### src/rtl/core/shl_pkg.sv
`default_nettype none

package shl_pkg;

    localparam int DATA_W         = 32;
    localparam int STATUS_W       = 4;
    localparam int HISTORY_LENGTH = 2;
    localparam int FILL_W         = $clog2(HISTORY_LENGTH + 1);

    // shift-add multiply and restoring divide step counts
    localparam int MUL_STEPS = DATA_W;
    localparam int DIV_STEPS = 2 * DATA_W;
    localparam int CNT_W     = $clog2(DIV_STEPS);

    // mode register codes; code 3 is unused and behaves as none
    localparam logic [1:0] MODE_NONE   = 2'd0;
    localparam logic [1:0] MODE_HOLD   = 2'd1;
    localparam logic [1:0] MODE_EXTRAP = 2'd2;

    typedef enum logic [1:0] {
        KIND_FRESH  = 2'd0,
        KIND_HELD   = 2'd1,
        KIND_EXTRAP = 2'd2,
        KIND_NONE   = 2'd3
    } t_kind;

    typedef enum logic [1:0] {
        ST_IDLE,
        ST_CALC
    } t_state;

    typedef enum logic [1:0] {
        MD_IDLE,
        MD_MUL,
        MD_DIV,
        MD_DONE
    } t_md_state;

endpackage

`default_nettype wire

### src/rtl/core/shl_if.sv
`default_nettype none

interface shl_in_if;
    logic               valid;
    logic               ready;
    logic        [31:0] now_time;
    logic        [31:0] seq_number;
    logic signed [31:0] sample_value;
    logic        [31:0] sample_rms;
    logic        [3:0]  sample_status;

    modport source (
        output valid, now_time, seq_number, sample_value, sample_rms, sample_status,
        input  ready
    );
    modport sink (
        input  valid, now_time, seq_number, sample_value, sample_rms, sample_status,
        output ready
    );
endinterface

interface shl_out_if;
    logic               valid;
    logic               ready;
    logic        [31:0] valid_time;
    logic signed [31:0] out_value;
    logic        [31:0] out_rms;
    logic        [3:0]  out_status;
    logic        [1:0]  result_kind;

    modport source (
        output valid, valid_time, out_value, out_rms, out_status, result_kind,
        input  ready
    );
    modport sink (
        input  valid, valid_time, out_value, out_rms, out_status, result_kind,
        output ready
    );
endinterface

`default_nettype wire

### src/rtl/core/shl_muldiv.sv
`default_nettype none

// Unsigned 32x32 multiply then 64/32 divide, one bit per cycle,
// both phases on one shared 33-bit add/subtract unit.
module shl_muldiv
    import shl_pkg::*;
(
    input  wire logic                  i_clk,
    input  wire logic                  i_rst_n,
    input  wire logic                  i_start,
    input  wire logic [DATA_W-1:0]     i_mcand,
    input  wire logic [DATA_W-1:0]     i_mplier,
    input  wire logic [DATA_W-1:0]     i_divisor,
    output logic                       o_done,
    output logic [2*DATA_W-1:0]        o_quot
);

    t_md_state          r_state, n_state;
    logic [CNT_W-1:0]   r_cnt, n_cnt;
    logic [DATA_W-1:0]  r_hi, n_hi;
    logic [DATA_W-1:0]  r_lo, n_lo;
    logic [DATA_W-1:0]  r_rem, n_rem;
    logic [DATA_W-1:0]  r_b, n_b;
    logic [DATA_W-1:0]  r_d, n_d;

    // shared adder
    logic [DATA_W:0]    alu_a, alu_b;
    logic               alu_sub;
    logic [DATA_W+1:0]  alu_res;

    assign alu_res = {1'b0, alu_a} + {1'b0, (alu_sub ? ~alu_b : alu_b)}
                   + {{(DATA_W+1){1'b0}}, alu_sub};

    always_ff @(posedge i_clk) begin
        if (!i_rst_n) begin
            r_state <= MD_IDLE;
            r_cnt   <= '0;
        end else begin
            r_state <= n_state;
            r_cnt   <= n_cnt;
        end
    end

    always_ff @(posedge i_clk) begin
        r_hi  <= n_hi;
        r_lo  <= n_lo;
        r_rem <= n_rem;
        r_b   <= n_b;
        r_d   <= n_d;
    end

    always_comb begin
        n_state = r_state;
        n_cnt   = r_cnt;
        n_hi    = r_hi;
        n_lo    = r_lo;
        n_rem   = r_rem;
        n_b     = r_b;
        n_d     = r_d;
        alu_a   = {1'b0, r_hi};
        alu_b   = '0;
        alu_sub = 1'b0;
        o_done  = 1'b0;
        unique case (r_state)
            MD_IDLE: begin
                if (i_start) begin
                    n_hi    = '0;
                    n_lo    = i_mplier;
                    n_b     = i_mcand;
                    n_d     = i_divisor;
                    n_cnt   = '0;
                    n_state = MD_MUL;
                end
            end
            MD_MUL: begin
                // add multiplicand into the high half, shift product right
                alu_a   = {1'b0, r_hi};
                alu_b   = r_lo[0] ? {1'b0, r_b} : '0;
                alu_sub = 1'b0;
                n_hi    = {alu_res[DATA_W], alu_res[DATA_W-1:1]};
                n_lo    = {alu_res[0], r_lo[DATA_W-1:1]};
                if (r_cnt == CNT_W'(MUL_STEPS - 1)) begin
                    n_cnt   = '0;
                    n_rem   = '0;
                    n_state = MD_DIV;
                end else begin
                    n_cnt = r_cnt + 1'b1;
                end
            end
            MD_DIV: begin
                // trial subtract; carry out set means no borrow
                alu_a   = {r_rem, r_hi[DATA_W-1]};
                alu_b   = {1'b0, r_d};
                alu_sub = 1'b1;
                n_rem   = alu_res[DATA_W+1] ? alu_res[DATA_W-1:0] : alu_a[DATA_W-1:0];
                n_hi    = {r_hi[DATA_W-2:0], r_lo[DATA_W-1]};
                n_lo    = {r_lo[DATA_W-2:0], alu_res[DATA_W+1]};
                if (r_cnt == CNT_W'(DIV_STEPS - 1)) begin
                    n_cnt   = '0;
                    n_state = MD_DONE;
                end else begin
                    n_cnt = r_cnt + 1'b1;
                end
            end
            MD_DONE: begin
                o_done  = 1'b1;
                n_state = MD_IDLE;
            end
            default: begin
                n_state = MD_IDLE;
            end
        endcase
    end

    assign o_quot = {r_hi, r_lo};

endmodule

`default_nettype wire

### src/rtl/core/sample_hold_linear_extrapolator.sv
`default_nettype none

// One result transaction per input transaction. A reading whose sequence number differs
// from the previous one (reset value zero) is passed through as fresh and kept as the
// newest of two samples; otherwise the mode register selects hold, linear extrapolation
// from the two kept samples (hold while they are fewer than two or share a time), or no
// estimate. Fresh, held and no-estimate results load the result register at the edge
// that accepts the transaction. An extrapolated result is loaded once the shared
// bit-serial multiply/divide unit has been launched and has run 32 multiply steps and
// 64 divide steps; the input is not ready during that time. The input is ready
// whenever no extrapolation is running and the result register is empty or being
// drained in the same cycle. Write the mode register only while the block is idle.
module sample_hold_linear_extrapolator
    import shl_pkg::*;
(
    input  wire logic       i_clk,
    input  wire logic       i_rst_n,
    shl_in_if.sink          i_in,
    shl_out_if.source       o_out,
    input  wire logic       i_cfg_we,
    input  wire logic [1:0] i_cfg_wdata
);

    // configuration and tracking state
    logic [1:0]          r_mode;
    logic [DATA_W-1:0]   r_last_seq;
    logic [FILL_W-1:0]   r_fill;
    t_state              r_state, n_state;

    // kept samples: 1 is the newest, 0 the one before; unwritten entries are never read
    logic [DATA_W-1:0]   r_t0, r_t1;
    logic [DATA_W-1:0]   r_v0, r_v1;

    // extrapolation context held while the divider runs
    logic [DATA_W-1:0]   r_x_time, r_x_rms;
    logic                r_x_neg;
    logic [DATA_W-1:0]   r_adv, r_ael, r_adt;

    // result register
    logic                r_out_valid, n_out_valid;
    logic [DATA_W-1:0]   r_out_time, n_out_time;
    logic [DATA_W-1:0]   r_out_value, n_out_value;
    logic [DATA_W-1:0]   r_out_rms, n_out_rms;
    logic [STATUS_W-1:0] r_out_status, n_out_status;
    t_kind               r_out_kind, n_out_kind;

    logic                accept;
    logic                fresh;
    logic                start_calc;
    logic                r_calc_busy;
    logic                md_done;
    logic [2*DATA_W-1:0] md_quot;

    // magnitude/sign of the three differences, each as a subtract pair and a select
    logic [DATA_W:0]     dv_p, dv_n, dt_p, dt_n, el_p, el_n;
    logic [DATA_W-1:0]   adv, adt, ael;
    logic                neg;

    // final add and saturation
    logic                q_big;
    logic [DATA_W+1:0]   q_clamp;
    logic [DATA_W+3:0]   sum_ext;
    logic [DATA_W-1:0]   sat_value;

    assign i_in.ready = (r_state == ST_IDLE) && (!r_out_valid || o_out.ready);
    assign accept     = i_in.valid && i_in.ready;
    assign fresh      = (i_in.seq_number != r_last_seq);

    assign dv_p = {r_v1[DATA_W-1], r_v1} - {r_v0[DATA_W-1], r_v0};
    assign dv_n = {r_v0[DATA_W-1], r_v0} - {r_v1[DATA_W-1], r_v1};
    assign dt_p = {1'b0, r_t1} - {1'b0, r_t0};
    assign dt_n = {1'b0, r_t0} - {1'b0, r_t1};
    assign el_p = {1'b0, i_in.now_time} - {1'b0, r_t1};
    assign el_n = {1'b0, r_t1} - {1'b0, i_in.now_time};
    assign adv  = dv_p[DATA_W] ? dv_n[DATA_W-1:0] : dv_p[DATA_W-1:0];
    assign adt  = dt_p[DATA_W] ? dt_n[DATA_W-1:0] : dt_p[DATA_W-1:0];
    assign ael  = el_p[DATA_W] ? el_n[DATA_W-1:0] : el_p[DATA_W-1:0];
    assign neg  = dv_p[DATA_W] ^ dt_p[DATA_W] ^ el_p[DATA_W];

    // clamp the increment to 2^33, then add or subtract and saturate to 32 bits
    assign q_big   = (|md_quot[2*DATA_W-1:DATA_W+2])
                   || (md_quot[DATA_W+1] && (|md_quot[DATA_W:0]));
    assign q_clamp = q_big ? {1'b1, {(DATA_W+1){1'b0}}} : md_quot[DATA_W+1:0];
    assign sum_ext = r_x_neg
                   ? ({{4{r_v1[DATA_W-1]}}, r_v1} - {2'b00, q_clamp})
                   : ({{4{r_v1[DATA_W-1]}}, r_v1} + {2'b00, q_clamp});

    always_comb begin
        if (sum_ext[DATA_W+3:DATA_W-1] == '0 || sum_ext[DATA_W+3:DATA_W-1] == '1) begin
            sat_value = sum_ext[DATA_W-1:0];
        end else if (sum_ext[DATA_W+3]) begin
            sat_value = {1'b1, {(DATA_W-1){1'b0}}};
        end else begin
            sat_value = {1'b0, {(DATA_W-1){1'b1}}};
        end
    end

    shl_muldiv u_muldiv (
        .i_clk     (i_clk),
        .i_rst_n   (i_rst_n),
        .i_start   (start_calc),
        .i_mcand   (r_adv),
        .i_mplier  (r_ael),
        .i_divisor (r_adt),
        .o_done    (md_done),
        .o_quot    (md_quot)
    );

    // control state
    always_ff @(posedge i_clk) begin
        if (!i_rst_n) begin
            r_state     <= ST_IDLE;
            r_out_valid <= 1'b0;
        end else begin
            r_state     <= n_state;
            r_out_valid <= n_out_valid;
        end
    end

    // mode register, last sequence number and fill count
    always_ff @(posedge i_clk) begin
        if (!i_rst_n) begin
            r_mode     <= MODE_NONE;
            r_last_seq <= '0;
            r_fill     <= '0;
        end else begin
            if (i_cfg_we) begin
                r_mode <= i_cfg_wdata;
            end
            if (accept) begin
                r_last_seq <= i_in.seq_number;
                if (fresh && (r_fill < FILL_W'(HISTORY_LENGTH))) begin
                    r_fill <= r_fill + 1'b1;
                end
            end
        end
    end

    // payload registers
    always_ff @(posedge i_clk) begin
        if (accept && fresh) begin
            r_t0 <= r_t1;
            r_v0 <= r_v1;
            r_t1 <= i_in.now_time;
            r_v1 <= i_in.sample_value;
        end
        if (accept) begin
            r_x_time <= i_in.now_time;
            r_x_rms  <= i_in.sample_rms;
            r_x_neg  <= neg;
            r_adv    <= adv;
            r_adt    <= adt;
            r_ael    <= ael;
        end
        r_out_time   <= n_out_time;
        r_out_value  <= n_out_value;
        r_out_rms    <= n_out_rms;
        r_out_status <= n_out_status;
        r_out_kind   <= n_out_kind;
    end

    // next state and result selection
    always_comb begin
        n_state      = r_state;
        n_out_valid  = r_out_valid && !o_out.ready;
        n_out_time   = r_out_time;
        n_out_value  = r_out_value;
        n_out_rms    = r_out_rms;
        n_out_status = r_out_status;
        n_out_kind   = r_out_kind;
        start_calc   = 1'b0;
        unique case (r_state)
            ST_IDLE: begin
                if (accept) begin
                    n_out_time   = i_in.now_time;
                    n_out_rms    = i_in.sample_rms;
                    n_out_status = '0;
                    n_out_value  = i_in.sample_value;
                    n_out_valid  = 1'b1;
                    if (fresh) begin
                        n_out_status = i_in.sample_status;
                        n_out_kind   = KIND_FRESH;
                    end else begin
                        case (r_mode)
                            MODE_HOLD: begin
                                n_out_kind = KIND_HELD;
                            end
                            MODE_EXTRAP: begin
                                if ((r_fill < FILL_W'(HISTORY_LENGTH)) || (r_t1 == r_t0)) begin
                                    n_out_kind = KIND_HELD;
                                end else begin
                                    // hold the result back until the divider finishes
                                    n_out_valid = 1'b0;
                                    n_state     = ST_CALC;
                                end
                            end
                            default: begin
                                n_out_value = '0;
                                n_out_kind  = KIND_NONE;
                            end
                        endcase
                    end
                end
            end
            ST_CALC: begin
                start_calc = (r_state == ST_CALC) && !md_done && !r_calc_busy;
                if (md_done) begin
                    n_out_time   = r_x_time;
                    n_out_rms    = r_x_rms;
                    n_out_status = '0;
                    n_out_value  = sat_value;
                    n_out_kind   = KIND_EXTRAP;
                    n_out_valid  = 1'b1;
                    n_state      = ST_IDLE;
                end
            end
            default: begin
                n_state = ST_IDLE;
            end
        endcase
    end

    // launch the shared unit once per extrapolation
    always_ff @(posedge i_clk) begin
        if (!i_rst_n) begin
            r_calc_busy <= 1'b0;
        end else if (md_done) begin
            r_calc_busy <= 1'b0;
        end else if (start_calc) begin
            r_calc_busy <= 1'b1;
        end
    end

    assign o_out.valid       = r_out_valid;
    assign o_out.valid_time  = r_out_time;
    assign o_out.out_value   = r_out_value;
    assign o_out.out_rms     = r_out_rms;
    assign o_out.out_status  = r_out_status;
    assign o_out.result_kind = r_out_kind;

endmodule

`default_nettype wire
### src/flat_wrapper.sv
// flat-port wrapper written by rule: the top's interface ports become plain ports
module sample_hold_linear_extrapolator_flat import shl_pkg::*;
  (i_clk, i_rst_n, i_cfg_we, i_cfg_wdata, i_in_valid, i_in_now_time, i_in_seq_number, i_in_sample_value, i_in_sample_rms, i_in_sample_status, i_in_ready, o_out_valid, o_out_valid_time, o_out_out_value, o_out_out_rms, o_out_out_status, o_out_result_kind, o_out_ready);
  shl_in_if i_in_i ();
  shl_out_if o_out_i ();
  input  wire logic i_clk;
  input  wire logic i_rst_n;
  input  wire logic i_cfg_we;
  input  wire logic [1:0] i_cfg_wdata;
  input wire logic [$bits(i_in_i.valid)-1:0] i_in_valid;
  input wire logic [$bits(i_in_i.now_time)-1:0] i_in_now_time;
  input wire logic [$bits(i_in_i.seq_number)-1:0] i_in_seq_number;
  input wire logic [$bits(i_in_i.sample_value)-1:0] i_in_sample_value;
  input wire logic [$bits(i_in_i.sample_rms)-1:0] i_in_sample_rms;
  input wire logic [$bits(i_in_i.sample_status)-1:0] i_in_sample_status;
  output wire logic [$bits(i_in_i.ready)-1:0] i_in_ready;
  output wire logic [$bits(o_out_i.valid)-1:0] o_out_valid;
  output wire logic [$bits(o_out_i.valid_time)-1:0] o_out_valid_time;
  output wire logic [$bits(o_out_i.out_value)-1:0] o_out_out_value;
  output wire logic [$bits(o_out_i.out_rms)-1:0] o_out_out_rms;
  output wire logic [$bits(o_out_i.out_status)-1:0] o_out_out_status;
  output wire logic [$bits(o_out_i.result_kind)-1:0] o_out_result_kind;
  input wire logic [$bits(o_out_i.ready)-1:0] o_out_ready;
  assign i_in_i.valid = i_in_valid;
  assign i_in_i.now_time = i_in_now_time;
  assign i_in_i.seq_number = i_in_seq_number;
  assign i_in_i.sample_value = i_in_sample_value;
  assign i_in_i.sample_rms = i_in_sample_rms;
  assign i_in_i.sample_status = i_in_sample_status;
  assign i_in_ready = i_in_i.ready;
  assign o_out_valid = o_out_i.valid;
  assign o_out_valid_time = o_out_i.valid_time;
  assign o_out_out_value = o_out_i.out_value;
  assign o_out_out_rms = o_out_i.out_rms;
  assign o_out_out_status = o_out_i.out_status;
  assign o_out_result_kind = o_out_i.result_kind;
  assign o_out_i.ready = o_out_ready;
  sample_hold_linear_extrapolator u_core (.i_clk(i_clk), .i_rst_n(i_rst_n), .i_in(i_in_i), .o_out(o_out_i), .i_cfg_we(i_cfg_we), .i_cfg_wdata(i_cfg_wdata));
endmodule
### config.mk
export PLATFORM = sky130hd
export DESIGN_NAME = sample_hold_linear_extrapolator_flat
export DESIGN_NICKNAME = d
export VERILOG_FILES = /design/src/rtl/core/shl_pkg.sv /design/src/rtl/core/shl_if.sv /design/src/rtl/core/shl_muldiv.sv /design/src/rtl/core/sample_hold_linear_extrapolator.sv /design/src/flat_wrapper.sv
export SDC_FILE = /design/constraint.sdc
export NUM_CORES = 1
export LEC_CHECK = 0
export ABC_AREA = 1
export BUFFER_PORTS_ARGS = -buffer_cell sky130_fd_sc_hd__buf_4
export CORE_MARGIN = 4
export CORE_UTILIZATION = 60
export CTS_CLUSTER_DIAMETER = 60
export DETAILED_ROUTE_END_ITERATION = 8
export PLACE_DENSITY_LB_ADDON = 0.1
export RECOVER_POWER = 100
export SETUP_SLACK_MARGIN = 0.02
export SKIP_LAST_GASP = 1
export SLEW_MARGIN = 20
export SYNTH_ARGS = -nofsm -noshare
export SYNTH_HDL_FRONTEND = slang
export SYNTH_SLANG_ARGS = --single-unit
### constraint.sdc
create_clock -name i_clk -period 10.1 [get_ports i_clk]
set_input_delay 0.505 -clock i_clk [delete_from_list [all_inputs] [get_ports i_clk]]
set_output_delay 0.505 -clock i_clk [all_outputs]
set_load 0.02 [all_outputs]
==> impl_metrics.tcl <==
set metrics [dict create \
    status "finished, violations left" \
    violations "max-capacitance violations, max-slew violations" \
    drive_above_1_share_pct 4.40 \
    grt_max_degree 114 \
    dp_hpwl_um 89900 \
    die_area_sq_um 68100 \
    gr-usage-all-layers_pct 33.7 \
    hold_class "input pin to flip-flop" \
    vias_per_cell 5.96 \
    wire_per_inst_um 21.2 \
    drc_errors 0 \
    grt_pass1_wl_um 178000 \
    max_slew_margin_pct -185 \
    rsz0062_at_grt "no" \
    start_util_pct 60.8 \
    ys_top_cells_by_count "nand2_1 (976), edfxtp_1 (551), inv_1 (548), a21oi_1 (459), o21ai_0 (371)" \
    max_freq_mhz 123 \
    r2r_cells 16 \
    setup_viol 0 \
    post_cts_buffers 0 \
    first_global_vias 31400 \
    postCtsHoldBufs 0 \
    hp-start "i_in_sample_rms[19]" \
    timing.rr.end "u_core.u_muldiv.r_rem[13]" \
    endpoint_kind "flip-flop" \
    grt_remaining_overflow 0 \
    hold_depth 1 \
    seq_area_sq_um 17500 \
    hold_violations 0 \
    fp-row-count 92 \
    reg2reg_from "u_core.u_muldiv.r_state[0]" \
    max-cap-violations 19 \
    postSynthAreaPerCell_sq_um 8.66 \
    ys_ff_latch 598 \
    fin_util_pct 67.1 \
    min_period_ns 8.11 \
    min_to "u_core.r_x_rms[19]" \
    numCtsBuffers 68 \
    critPathLaunchType "flip-flop" \
    crit_fanout 113 \
    fin_crit_sh_pct 80.3 \
    drt-initial-drc-count 3579 \
    synth-edff-count 551 \
    pwr-share-clk_pct 28.1 \
    power_frac_seq_pct 38.2 \
    leakagePower_nw 17.7 \
    syn_inst 4434 \
    fillers 5372 \
    port_buffers 242 \
    cts_tree "done" \
    power.total_w 0.00875 \
    cts_max_level 3 \
    drt-total-wl_um 118000 \
    via_count 33000 \
    synthesis.area_sq_um 38400 \
    crit_arrival_ns 8.46 \
    internal_power_w 0.00552 \
    yosys-top-cells-area "edfxtp_1 (43%), nand2_1 (9.5%), ha_1 (8.6%), a21oi_1 (6.0%), inv_1 (5.4%)" \
    p_sw_w 0.00323 \
    clkSinkCount 598 \
    clk_latency_ns 0.62 \
    antenna_found_initial 2 \
    path_clk_slew_ns 0.06 \
    nets 5058 \
    p_per_area_nw_per_um2 206 \
    gp_congestion 1.04 \
    core_area_sq_um 63200 \
    synthFlopType "edfxtp_1" \
    postLayoutCellArea_sq_um 42400 \
    comb_power_share_pct 33.7 \
    yosysUniqueCellTypes 64 \
    drv_slew 962 \
    die_x_um 261 \
    synth_warnings 0 \
    multi_input_area_sq_um 18200 \
    syn_nets 4844 \
    firstDrtPassIters 6 \
    post_dp_cell_area_sq_um 41000 \
    ir_drop_mv 0.175 \
    area_delta_synth_final_pct 10.4 \
    dp_cells 5424 \
    post_cts_resized 0 \
    rrSetupSlack_ns 1.99 \
    yosysMostFrequentCell "nand2_1" \
    die_h_um 261 \
    io_pins 243 \
    seq_area_frac_synth_pct 45.5 \
    final_cells 5548 \
    yosysTopAreaCell "edfxtp_1" \
    p_sw_share_pct 36.9 \
    clock-root-buffer "clkbuf_16" \
    ant_nets 0 \
    cp.required_ns 10.45 \
    critPathKind "flip-flop to flip-flop" \
    async_flop_share_pct 0 \
    fin_tns_setup_ns 0 \
    clock_skew_ns 0.0218 \
    synth.top_cell.area_share_pct 43.1 \
    worst_pin_slew_ns 4.28 \
    clockBufferDepth 3 \
]
## kinds of logic (layout without fill, tap and decap cells)
family          after synthesis  count (layout)  synth area share (%)
flops                       598             598                  45.5
buf+inv                     679             945                  6.92
mux                          19              19                 0.495
fa+ha+maj                   271             271                  8.99
other cells                   0               2                     0
compound gates             1128            1128                  16.9
xor+xnor                    252             252                  5.75
simple gates               1487            1487                  15.4
## how the worst max path moves through the flow
| stage | startpoint | to | slack (ns) |
|---|---|---|---|
| 2_1_floorplan | o_out_ready | u_core.r_adt[0] | 3.60 |
| 3_5_place_dp | u_core.u_muldiv.r_lo[0] | u_core.o_out.out_value[12] | 3.58 |
| 4_1_cts | u_core.u_muldiv.r_lo[0] | u_core.o_out.out_value[12] | 3.54 |
| 6_report | u_core.u_muldiv.r_state[0] | u_core.u_muldiv.r_rem[13] | 1.99 |
| 3_3_place_gp | u_core.u_muldiv.r_lo[0] | u_core.o_out.out_value[8] | 3.88 |
| 5_1_grt | u_core.u_muldiv.r_lo[0] | u_core.o_out.out_value[12] | 1.34 |
## cell usage in the layout (no fill, tap or decap), types with 47 or more instances in the layout
cell and n:
xnor2_1 71, dfxtp_1 47, ha_1 263, nor2_1 340, inv_1 549, o221ai_1 47, nand2_1 980, xor2_1 181
clkbuf_1 200, o21ai_0 383, edfxtp_1 551, a21oi_1 460, nand3_1 73, clkbuf_16 70, buf_4 50
## layer usage
metal	part of all wire, %	global-route usage (%)	up-vias
li1	-	-	15600
met1	41	46.2	15500
met2	46	54.3	1569
met3	7.6	4.03	304
met4	5.3	15.1	2
met5	0.011	0	-
## through the flow
step / hold WS, ns / worst slack [ns]
final: 0.0945 / 1.99
after CTS: 0.0533 / 3.54
after floorplan: 0.400 / 3.60
after detailed placement: 0.405 / 3.58
after global routing: 0.0761 / 1.34
after global placement: 0.401 / 3.88
## layout make-up
cell class / instances / share of cell area (%)
multi-input cells: 3157 / 43.0
flip-flops and latches: 598 / 41.3
inverters: 558 / 4.96
clock buffers: 88 / 4.29
repair buffers: 265 / 3.08
well taps: 846 / 2.50
clock inverters: 34 / 0.868
diodes: 2 / 0.0118
## worst max-delay path: stages (launching register included)
cell and delay (ns):
dfxtp_1 0.33, inv_1 0.13, ha_1 1.63, buf_4 1.01, o21ai_0 0.28, ha_1 0.39
a21oi_1 0.24, o21a_1 0.15, inv_1 0.05, a21oi_1 0.11, o21ai_0 0.09, a21oi_1 0.27
o21ai_0 0.22, a21oi_1 1.00, inv_1 1.10, o21ai_0 0.60, nor2_1 0.09
## power by group through the flow
stage,clock network (W),logic (W),registers [W]
5_1_grt,0.00259,0.00324,0.00337
4_1_cts,0.00248,0.00294,0.00332
3_3_place_gp,0,0.00289,0.00335
2_1_floorplan,0,0.00204,0.00337
3_5_place_dp,0,0.00291,0.00337
6_report,0.00246,0.00295,0.00334
(Power assumes the default switching activity.)
